**config.mk**
```make
export PLATFORM = sky130hd
export DESIGN_NAME = rgb_to_hsl_pixel_converter
export DESIGN_NICKNAME = d
export VERILOG_FILES = /design/src/sv/rhsl_pkg.sv /design/src/sv/rhsl_front.sv /design/src/sv/rhsl_div.sv /design/src/sv/rgb_to_hsl_pixel_converter.sv
export SDC_FILE = /design/constraint.sdc
export NUM_CORES = 2
export LEC_CHECK = 0
export BUFFER_PORTS_ARGS = -buffer_cell sky130_fd_sc_hd__buf_4
export CAP_MARGIN = 20
export CORE_UTILIZATION = 40
export DETAILED_ROUTE_END_ITERATION = 10
export SYNTH_ARGS = -nofsm -noshare
export SYNTH_HDL_FRONTEND = slang
export SYNTH_HIERARCHICAL = 1
export SYNTH_SLANG_ARGS = --single-unit
```
**constraint.sdc**
```tcl
create_clock -name clk_i -period 7.1 [get_ports clk_i]
set_clock_uncertainty 0.05 [all_clocks]
set_input_delay 1.065 -clock clk_i [delete_from_list [all_inputs] [get_ports clk_i]]
set_output_delay 1.065 -clock clk_i [all_outputs]
set_load 0.005 [all_outputs]
```
**src/sv/rhsl_pkg.sv**
```systemverilog
// ----------------------------------------------------------------------------
// rhsl_pkg
// Shared widths and constants for the RGB to HSL converter.
// ----------------------------------------------------------------------------
package rhsl_pkg;

  localparam int unsigned ChanW    = 8;
  localparam int unsigned HueW     = 15;
  localparam int unsigned SatW     = 16;
  localparam int unsigned LigW     = 16;
  localparam int unsigned InDataW  = 24;
  localparam int unsigned OutDataW = 48;

  // quotient bits produced by every divider, one per stage
  localparam int unsigned QuoW = 16;

  // hue = round(31415*4096*num / (30000*d)), done as floor((2N+D)/(2D))
  localparam int unsigned HueNumW = 39;
  localparam int unsigned HueDenW = 24;
  localparam logic [27:0] HueScale = 28'd128675840;  // 31415*4096
  localparam logic [15:0] HueDiv2  = 16'd60000;      // 2*30000

  // saturation = floor((131070*d + den) / (2*den))
  localparam int unsigned SatNumW = 25;
  localparam int unsigned SatDenW = 10;
  localparam logic [16:0] SatScale = 17'd131070;

  // lightness = round(65535*s/510) = (257*s + 1) >> 1, no divider needed

  typedef struct packed {
    logic [HueNumW-1:0] hue_num;
    logic [HueDenW-1:0] hue_den;
    logic [SatNumW-1:0] sat_num;
    logic [SatDenW-1:0] sat_den;
    logic [LigW-1:0]    lig;
    logic               grey;
  } rhsl_front_t;

endpackage

```
**src/sv/rhsl_front.sv**
```systemverilog
// ----------------------------------------------------------------------------
// rhsl_front
// First two stages: max/min and hue sector, then dividend/divisor set-up.
// ----------------------------------------------------------------------------
module rhsl_front (
  input  logic                          clk_i,
  input  logic                          en_i,
  input  logic [rhsl_pkg::ChanW-1:0]    red_i,
  input  logic [rhsl_pkg::ChanW-1:0]    green_i,
  input  logic [rhsl_pkg::ChanW-1:0]    blue_i,
  output rhsl_pkg::rhsl_front_t         front_o
);
  import rhsl_pkg::*;

  rhsl_front_t front_d, front_q;
  logic [7:0]  mx, mn;
  logic [8:0]  s;
  logic signed [11:0] diff;
  logic [16:0] lig_sum;
  logic [7:0]  span_d, span_q;
  logic [8:0]  den_d, den_q;
  logic [10:0] num_d, num_q;
  logic [LigW-1:0] lig_d, lig_q;

  // stage 1: extremes, sector numerator, saturation divisor, lightness
  always_comb begin
    mx = red_i;
    mn = red_i;
    if (green_i > mx) mx = green_i;
    if (blue_i > mx) mx = blue_i;
    if (green_i < mn) mn = green_i;
    if (blue_i < mn) mn = blue_i;
    span_d = mx - mn;
    s      = {1'b0, mx} + {1'b0, mn};
    den_d  = (s <= 9'd255) ? s : (9'd510 - s);

    // red first, then green, then blue
    if (mx == red_i) begin
      diff = $signed({4'b0, green_i}) - $signed({4'b0, blue_i});
      if (diff < 0) diff = diff + $signed({1'b0, 11'(6 * span_d)});
    end else if (mx == green_i) begin
      diff = $signed({4'b0, blue_i}) - $signed({4'b0, red_i})
           + $signed({3'b0, span_d, 1'b0});
    end else begin
      diff = $signed({4'b0, red_i}) - $signed({4'b0, green_i})
           + $signed({2'b0, span_d, 2'b0});
    end
    num_d = diff[10:0];

    // 257*s + 1, halved
    lig_sum = {s, 8'b0} + 17'(s) + 17'd1;
    lig_d   = lig_sum[16:1];
  end

  always_ff @(posedge clk_i) begin
    if (en_i) begin
      span_q <= span_d;
      den_q  <= den_d;
      num_q  <= num_d;
      lig_q  <= lig_d;
    end
  end

  // stage 2: scaled dividends and divisors
  always_comb begin
    front_d.hue_num = HueNumW'(HueScale * num_q) * 2 + HueNumW'(HueDiv2 * span_q) / 2;
    front_d.hue_den = HueDenW'(HueDiv2 * span_q);
    front_d.sat_num = SatNumW'(SatScale * span_q) + SatNumW'(den_q);
    front_d.sat_den = {den_q, 1'b0};
    front_d.lig     = lig_q;
    front_d.grey    = (span_q == 8'd0);
  end

  always_ff @(posedge clk_i) begin
    if (en_i) front_q <= front_d;
  end

  assign front_o = front_q;

endmodule

```
**src/sv/rhsl_div.sv**
```systemverilog
// ----------------------------------------------------------------------------
// rhsl_div
// Pipelined restoring divider, one quotient bit per stage.
// ----------------------------------------------------------------------------
module rhsl_div #(
  parameter int unsigned NW = 26,
  parameter int unsigned DW = 10,
  parameter int unsigned QW = 16
) (
  input  logic          clk_i,
  input  logic          en_i,
  input  logic [NW-1:0] num_i,  // must be below den_i << QW
  input  logic [DW-1:0] den_i,
  output logic [QW-1:0] quo_o
);

  logic [DW-1:0] rem_q [QW], rem_d [QW];
  logic [QW-1:0] xlo_q [QW], xlo_d [QW];
  logic [QW-1:0] quo_q [QW], quo_d [QW];
  logic [DW-1:0] y_q   [QW], y_d   [QW];

  always_comb begin
    logic [DW-1:0] rin;
    logic [QW-1:0] xin, qin;
    logic [DW-1:0] yin;
    logic [DW:0]   t;
    logic          qbit;
    for (int i = 0; i < QW; i++) begin
      if (i == 0) begin
        rin = DW'(num_i >> QW);
        xin = num_i[QW-1:0];
        qin = '0;
        yin = den_i;
      end else begin
        rin = rem_q[i-1];
        xin = xlo_q[i-1];
        qin = quo_q[i-1];
        yin = y_q[i-1];
      end
      t = {rin, xin[QW-1]};
      qbit = (t >= {1'b0, yin});
      rem_d[i] = qbit ? DW'(t - {1'b0, yin}) : DW'(t);
      xlo_d[i] = xin << 1;
      quo_d[i] = {qin[QW-2:0], qbit};
      y_d[i]   = yin;
    end
  end

  always_ff @(posedge clk_i) begin
    if (en_i) begin
      rem_q <= rem_d;
      xlo_q <= xlo_d;
      quo_q <= quo_d;
      y_q   <= y_d;
    end
  end

  assign quo_o = quo_q[QW-1];

endmodule

```
**src/sv/rgb_to_hsl_pixel_converter.sv**
```systemverilog
// ----------------------------------------------------------------------------
// rgb_to_hsl_pixel_converter
// Streaming RGB888 to HSL converter, one pixel per clock unless the output stalls.
// ----------------------------------------------------------------------------
// Channel   Dir  Fields (low bit up)
// s_axis    in   tdata: red[7:0], green[15:8], blue[23:16]
// m_axis    out  tdata: hue[14:0], saturation[30:15], lightness[46:31], pad
//
// Accepts one word per clock unless the output stalls; two set-up stages
// (extremes and sector, then scaling), then 16 stages of restoring division
// (one quotient bit each) for hue and saturation in parallel. Lightness is
// a closed form from the first stage, carried alongside the dividers.
// Reset clears only the valid bits; data registers are left as they are.
// A stall at the output freezes the whole pipeline; s_axis_tready falls
// only while a finished word waits at the output.
// ----------------------------------------------------------------------------
module rgb_to_hsl_pixel_converter (
  input  logic                            clk_i,
  input  logic                            rst_ni,
  input  logic                            s_axis_tvalid,
  output logic                            s_axis_tready,
  input  logic [rhsl_pkg::InDataW-1:0]    s_axis_tdata,   // red, green, blue
  output logic                            m_axis_tvalid,
  input  logic                            m_axis_tready,
  output logic [rhsl_pkg::OutDataW-1:0]   m_axis_tdata    // hue, sat, light
);
  import rhsl_pkg::*;

  localparam int unsigned Depth = QuoW + 2;

  logic              adv;
  logic [Depth-1:0]  vld_q, vld_d;
  logic [QuoW-1:0]   grey_q, grey_d;   // grey flag beside the divider stages
  logic [LigW-1:0]   lig_q [QuoW];     // lightness beside the divider stages
  rhsl_front_t       front;
  logic [QuoW-1:0]   hue_quo, sat_quo;

  // whole pipe moves unless the output word is held
  assign adv           = !m_axis_tvalid || m_axis_tready;
  assign s_axis_tready = adv;
  assign m_axis_tvalid = vld_q[Depth-1];

  rhsl_front u_front (
    .clk_i   (clk_i),
    .en_i    (adv),
    .red_i   (s_axis_tdata[7:0]),
    .green_i (s_axis_tdata[15:8]),
    .blue_i  (s_axis_tdata[23:16]),
    .front_o (front)
  );

  rhsl_div #(.NW(HueNumW), .DW(HueDenW), .QW(QuoW)) u_hue_div (
    .clk_i (clk_i), .en_i (adv),
    .num_i (front.hue_num), .den_i (front.hue_den), .quo_o (hue_quo)
  );

  rhsl_div #(.NW(SatNumW), .DW(SatDenW), .QW(QuoW)) u_sat_div (
    .clk_i (clk_i), .en_i (adv),
    .num_i (front.sat_num), .den_i (front.sat_den), .quo_o (sat_quo)
  );

  assign vld_d  = {vld_q[Depth-2:0], s_axis_tvalid};
  assign grey_d = {grey_q[QuoW-2:0], front.grey};

  always_ff @(posedge clk_i or negedge rst_ni) begin
    if (!rst_ni) begin
      vld_q <= '0;
    end else if (adv) begin
      vld_q <= vld_d;
    end
  end

  always_ff @(posedge clk_i) begin
    if (adv) begin
      grey_q   <= grey_d;
      lig_q[0] <= front.lig;
      for (int i = 1; i < QuoW; i++) lig_q[i] <= lig_q[i-1];
    end
  end

  // grey pixel: hue and saturation forced to zero (divisor may be zero)
  assign m_axis_tdata = {1'b0,
                         lig_q[QuoW-1],
                         grey_q[QuoW-1] ? {SatW{1'b0}} : sat_quo,
                         grey_q[QuoW-1] ? {HueW{1'b0}} : hue_quo[HueW-1:0]};

endmodule

```
# --- After elaboration in Yosys (flattened, before gate mapping) ---
# Memory sizes are Yosys's and may differ from the RTL's.
# Index checks and enable logic that the tools add are counted.
word_totals:
  input_bits: 28
  ram_bits: 256
  mem_count: 1
  word_cells: 267
  ff_bits: 1613
  out_inout_bits: 50
memory_table:
  columns: ["memory", "words", "word_bits", "rd", "rd_ports_with_merged_regs", "wr", "line", "rtl"]
  rows:
  - ["lig_q", 16, 16, 16, 0, 16, "rgb_to_hsl_pixel_converter.sv:34", "logic [LigW-1:0] lig_q [QuoW];"]
classes:
  magnitude_cmp: 38
  add_sub_neg: 43
  mux: 42
  mul: 5
  eq_ne: 2
  reduce_logical: 3
ops:
  columns: ["operator", "count"]
  rows:
  - ["$ge 25x24->1", 15]
  - ["$mux 24", 15]
  - ["$sub 24x24->24", 15]
  - ["$ge 11x10->1", 15]
  - ["$mux 10", 15]
  - ["$sub 10x10->10", 15]
  - ["$add 39x23->39", 1]
  - ["$mul 11x8->19 const A", 2]
  - ["$mux 11", 3]
  - ["$mux 8", 4]
  - ["$sub 8x8->9", 3]
  - ["$mul 15x11->26 const A", 1]
  - ["$add 25x9->25", 1]
  - ["$ge 24x24->1", 1]
  - ["$mul 16x8->24 const A", 1]
  - ["$add 17x1->17 const B", 1]
  - ["$add 17x9->17", 1]
  - ["$eq 8x8->1", 2]
  - ["$gt 8x8->1", 2]
  - ["$lt 8x8->1", 2]
  - ["$mux 16", 1]
  - ["$mux 15", 1]
  - ["$add 11x10->11", 1]
  - ["$add 11x11->11", 1]
  - ["13 further kinds", 14]

# --- Longest topological paths before layout ---
depth:
  ltp_word: 9
  depth_mapped: 41
  ltp_nobuf: 38

# --- By module ---
# The synthesis kept the hierarchy.
by_module_without_submodules:
  columns: ["mod", "area_each_um2", "seq_area_each_um2", "instances", "cells_per_inst"]
  rows:
  - ["rhsl_div at u_hue_div", 52868.2, 29308.1, 1, 4448]
  - ["rhsl_div at u_sat_div", 25533.2, 16696.0, 1, 1863]
  - ["rhsl_front", 17242.8, 4113.9, 1, 1735]
  - ["rgb_to_hsl_pixel_converter", 9227.6, 8618.3, 1, 363]

# --- Worst setup path before layout ---
# OpenSTA, ideal clock, no wires.
synth_timing:
  kind: "input-to-reg"
  from: "in s_axis_tdata[9] (netlist name)"
  to: "reg u_front.num_q[10] (data pin)"
  setup_ps: 260
  n_path_buf: 4
  cell_stages: 36
  t_arrival_ps: 7748
  required_time_ps: 6790
  path_slack_ps: -958
  path_cell_list: "inv_1 ha_1 nor2b_4 o2111ai_2 nand4b_2 o21a_1 buf_6 buf_2 and2_1 clkbuf_1 o21ai_0 inv_1 ha_1 o21ai_0 nand2b_1 o2111ai_1 o21ai_1 buf_2 a31oi_1 ha_1 fa_1 xor2_1 ha_1 a21o_1 a21oi_1 o21bai_1 a21oi_1 o21bai_1 a21oi_1 xor2_1 ha_1 a21oi_1 o21ai_0 xnor2_1 and2_1 mux2_2"
synth_via:
  elab_chain_cells: 9
  elab_cells_between_ends: 21
  classes_between: "add/sub: 6; mul: 1; order compare: 5; eq/ne: 2; mux: 7"
synth_lines:
  columns: ["element", "line", "rtl"]
  rows:
  - ["start, declared", "rgb_to_hsl_pixel_converter.sv:22", "input logic [rhsl_pkg::InDataW-1:0] s_axis_tdata,"]
  - ["$gt 8x8->1 or $lt 8x8->1 (tied branches)", "rhsl_front.sv:29, rhsl_front.sv:31", null]
  - ["$mux 8, on equally long branches", "rhsl_front.sv:29, rhsl_front.sv:31", null]
  - ["$gt 8x8->1 or $lt 8x8->1 (tied branches)", "rhsl_front.sv:30, rhsl_front.sv:32", null]
  - ["$mux 8, on equally long branches", "rhsl_front.sv:30, rhsl_front.sv:32", null]
  - ["$sub 8x8->8 (*)", "rhsl_front.sv:33", "span_d = mx - mn;"]
  - ["via u_front.span_d[2]", "rhsl_front.sv:20", "logic [7:0] span_d, span_q;"]
  - ["$mul 2x8->10", "rhsl_front.sv:40", "if (diff < 0) diff = diff + $signed({1'b0, 11'(6 * span_d)});"]
  - ["$add 9x11->11", "rhsl_front.sv:40", null]
  - ["$mux 11", "rhsl_front.sv:40", null]
  - ["$mux 11 (*)", "rhsl_front.sv:38", "if (mx == red_i) begin"]
  - ["via u_front.diff[10]", "rhsl_front.sv:18", "logic signed [11:0] diff;"]
  - ["end signal, assigned", "rhsl_front.sv:59", "num_q <= num_d;"]
  - ["end, declared", "rhsl_front.sv:22", "logic [10:0] num_d, num_q;"]
# Mark *: on every way through the listed nets, which the timed path passes. The rest lies on a longest branch.
# A chain may end at the register's enable or synchronous reset.

# --- Final worst setup path ---
layout_timing:
  from: "in s_axis_tdata[1] (netlist name)"
  to: "reg u_front.num_q[10] (data pin)"
# Same word-level chain as after synthesis.

==> results.md <==
* Reg-to-reg setup timing slack at 0.51 ns
* Post-DP HPWL at 153 mm
* Max-slew violations at 0
* Endpoint class of the critical path: register
* Crit Path Category: input pin to register
* Worst R2R Path Depth at 26
* Worst-case clock buffer depth at 3
* Die Wd at 513 µm
* Worst hold path type: register to register
* DIE HEIGHT at roughly 510 µm
* First-pass GRT wire length at 333 mm
* Area Overhead vs Synth at 13.0%
* Vias at 63,283
* Drt first pass iters at 5
* Max Cap Viol at 0
* Largest net degree at the start of global routing at 195
* FMAX at around 0.15 GHz
* Status: finished, final reports clean
* Hold Path Stages at 0
* DRC viols at 0
* Vias in the first global route at roughly 65,000
* Routed length per instance at 16.6 µm
* H-tree depth at 4
* Vias per inst at 5.11
* Critical Path RT at 7.61 ns
* Final period util at 95.6%
* Core Area at 0.259 mm²
* Crit path arrival time at 7.30 ns
* CTS tree: done
* Cells after Synth at approximately 8,400
* Placed cell areas at ~0.11 mm²
* Final GP Congestion at 0.938
* Slew headroom at between 20% and 30%
* CP max stage delay at between 0.3 and 0.4 ns
* CTS Buf Count at 208
* NumNets Final at between 9,000 and 10,000
* Fin area at 0.118 mm²
* Fillcell total at 22,957
* Total grt overflow at 0
* CP Max Fanout at 10
* Clk slew on worst S/H paths at around 0.060 ns
* Final WL at 206 mm
* Total GRT Usage at 15.5%
* RSZ-0062 raised after global routing: true
* Synth Cell Area at 0.104 mm²
* Io pins at 78
* Mean area per synthesized cell at 12.4 µm²
* Worst-Skew Late Latency at 0.87 ns
* Share of cells above drive strength 1 at 10.0%
* Sink Count at between 1,500 and 2,000
* IO Port Bufs at 76
* Initial DRC Count at 3,423
* Die footprint at 0.263 mm²
* Antenna-violating nets left at 0
* Yosys warns at 6
* Clk root buf: clkbuf_16
* Final setup viols at 0
* CP max stage cell: ha_1
* Final-report hold violation count at 0
* Worst Max-Slew Pin Slew at 1.09 ns
* Starting Density at 40.2%
* Initial antenna violation count at 3
* Row count at 187
* Final Critical Period at 6.79 ns
* CP Launch Type: input pin
[metrics by stage]
step           cells  setup TNS (ns)  util [%]  worst slack [ns]  hold WS (ns)
5_1_grt        12378         -0.0394      45.5           -0.0394         0.334
4_1_cts        12366               0      45.4            0.0851         0.319
2_1_floorplan   8402          -0.285         -            -0.285         0.350
3_5_place_dp   11977           -6.28      42.6            -0.830         0.355
6_report       12379               0      45.5             0.311         0.331
3_3_place_gp   11977           -3.33      42.6            -0.728         0.350
[path summary, 6_finish.rpt]
check                                     start                   end
setup / recovery                s_axis_tdata[1]     u_front/num_q[10]
hold / removal             u_hue_div/xlo_d[170]  u_hue_div/xlo_d[155]
setup reg to reg              u_front/span_q[5]  u_front/front_o[114]
hold reg to reg            u_hue_div/xlo_d[170]  u_hue_div/xlo_d[155]
max in group asynchronous                rst_ni              vld_q[5]
min in group asynchronous                rst_ni             vld_q[17]
[repair_timing]
action                     CTS  global route
buffers inserted             0             5
hold endpoints to repair    18             0
setup endpoints to repair    0             5
hold buffers                 1             0
gates resized for setup      0            27
[flip-flops by register name (all words and copies together), names as in the netlist]
register	cells
u_front/den_q	8
grey_q	16
u_hue_div/xlo_q	15
u_sat_div/quo_o	16
u_hue_div/quo_d	105
u_front/lig_q	16
u_sat_div/xlo_q	15
u_hue_div/xlo_d	105
u_hue_div/quo_o	15
u_sat_div/quo_d	120
u_sat_div/xlo_d	105
vld_q	18
u_hue_div/rem_q	360
lig_q	256
u_sat_div/rem_q	150
u_hue_div/y_d	360
u_front/num_q	11
u_sat_div/y_d	150
u_front/span_q	8
u_front/front_o	94
[final cells by class]
class / count / area, µm² / area share, %
sequential: 1943 / 58300 / 49.4
tap: 3402 / 4260 / 3.61
inverter: 991 / 3720 / 3.16
clock buffer: 236 / 5330 / 4.52
multi-input combinational: 5315 / 41900 / 35.5
antenna: 6 / 15.0 / 0.0127
clock inverter: 152 / 1790 / 1.52
timing repair buffer: 334 / 2680 / 2.27
[layout by cell type (no fill, tap or decap), drive strengths merged, types with 52 or more instances in the layout]
cell type / instances
xor2: 195
mux2i: 77
clkinv: 114
o211ai: 61
o21a: 94
nand4: 76
o21ai: 492
nand2b: 91
nand3: 137
xnor2: 331
a21oi: 452
clkbuf: 236
a21o: 187
nor2b: 115
nand2: 472
a31oi: 65
nor2: 408
buf: 333
nor4: 52
fa: 156
o21bai: 84
nor3: 88
a211oi: 57
inv: 992
ha: 813
mux2: 265
o31ai: 54
edfxtp: 1925
[critical path, delay by kind of cell]
family          cells  cell delay [ns]
compound gates     11             1.77
xor+xnor            3             0.49
fa+ha+maj           6             1.63
buf+inv             4             0.65
mux                 3             0.63
simple gates        8             1.08
[per-layer routing]
layer  share of wire (%)  wire length [µm]  track usage, %
met1                  41             83300            17.2
met2                  53            108000            29.3
met3                 2.7              5560            1.97
met4                 4.3              8740            7.03
met5                   0                 0               0
Power is not shown: default switching activity piles up to over one toggle a cycle in this logic, so the estimate is an artifact.
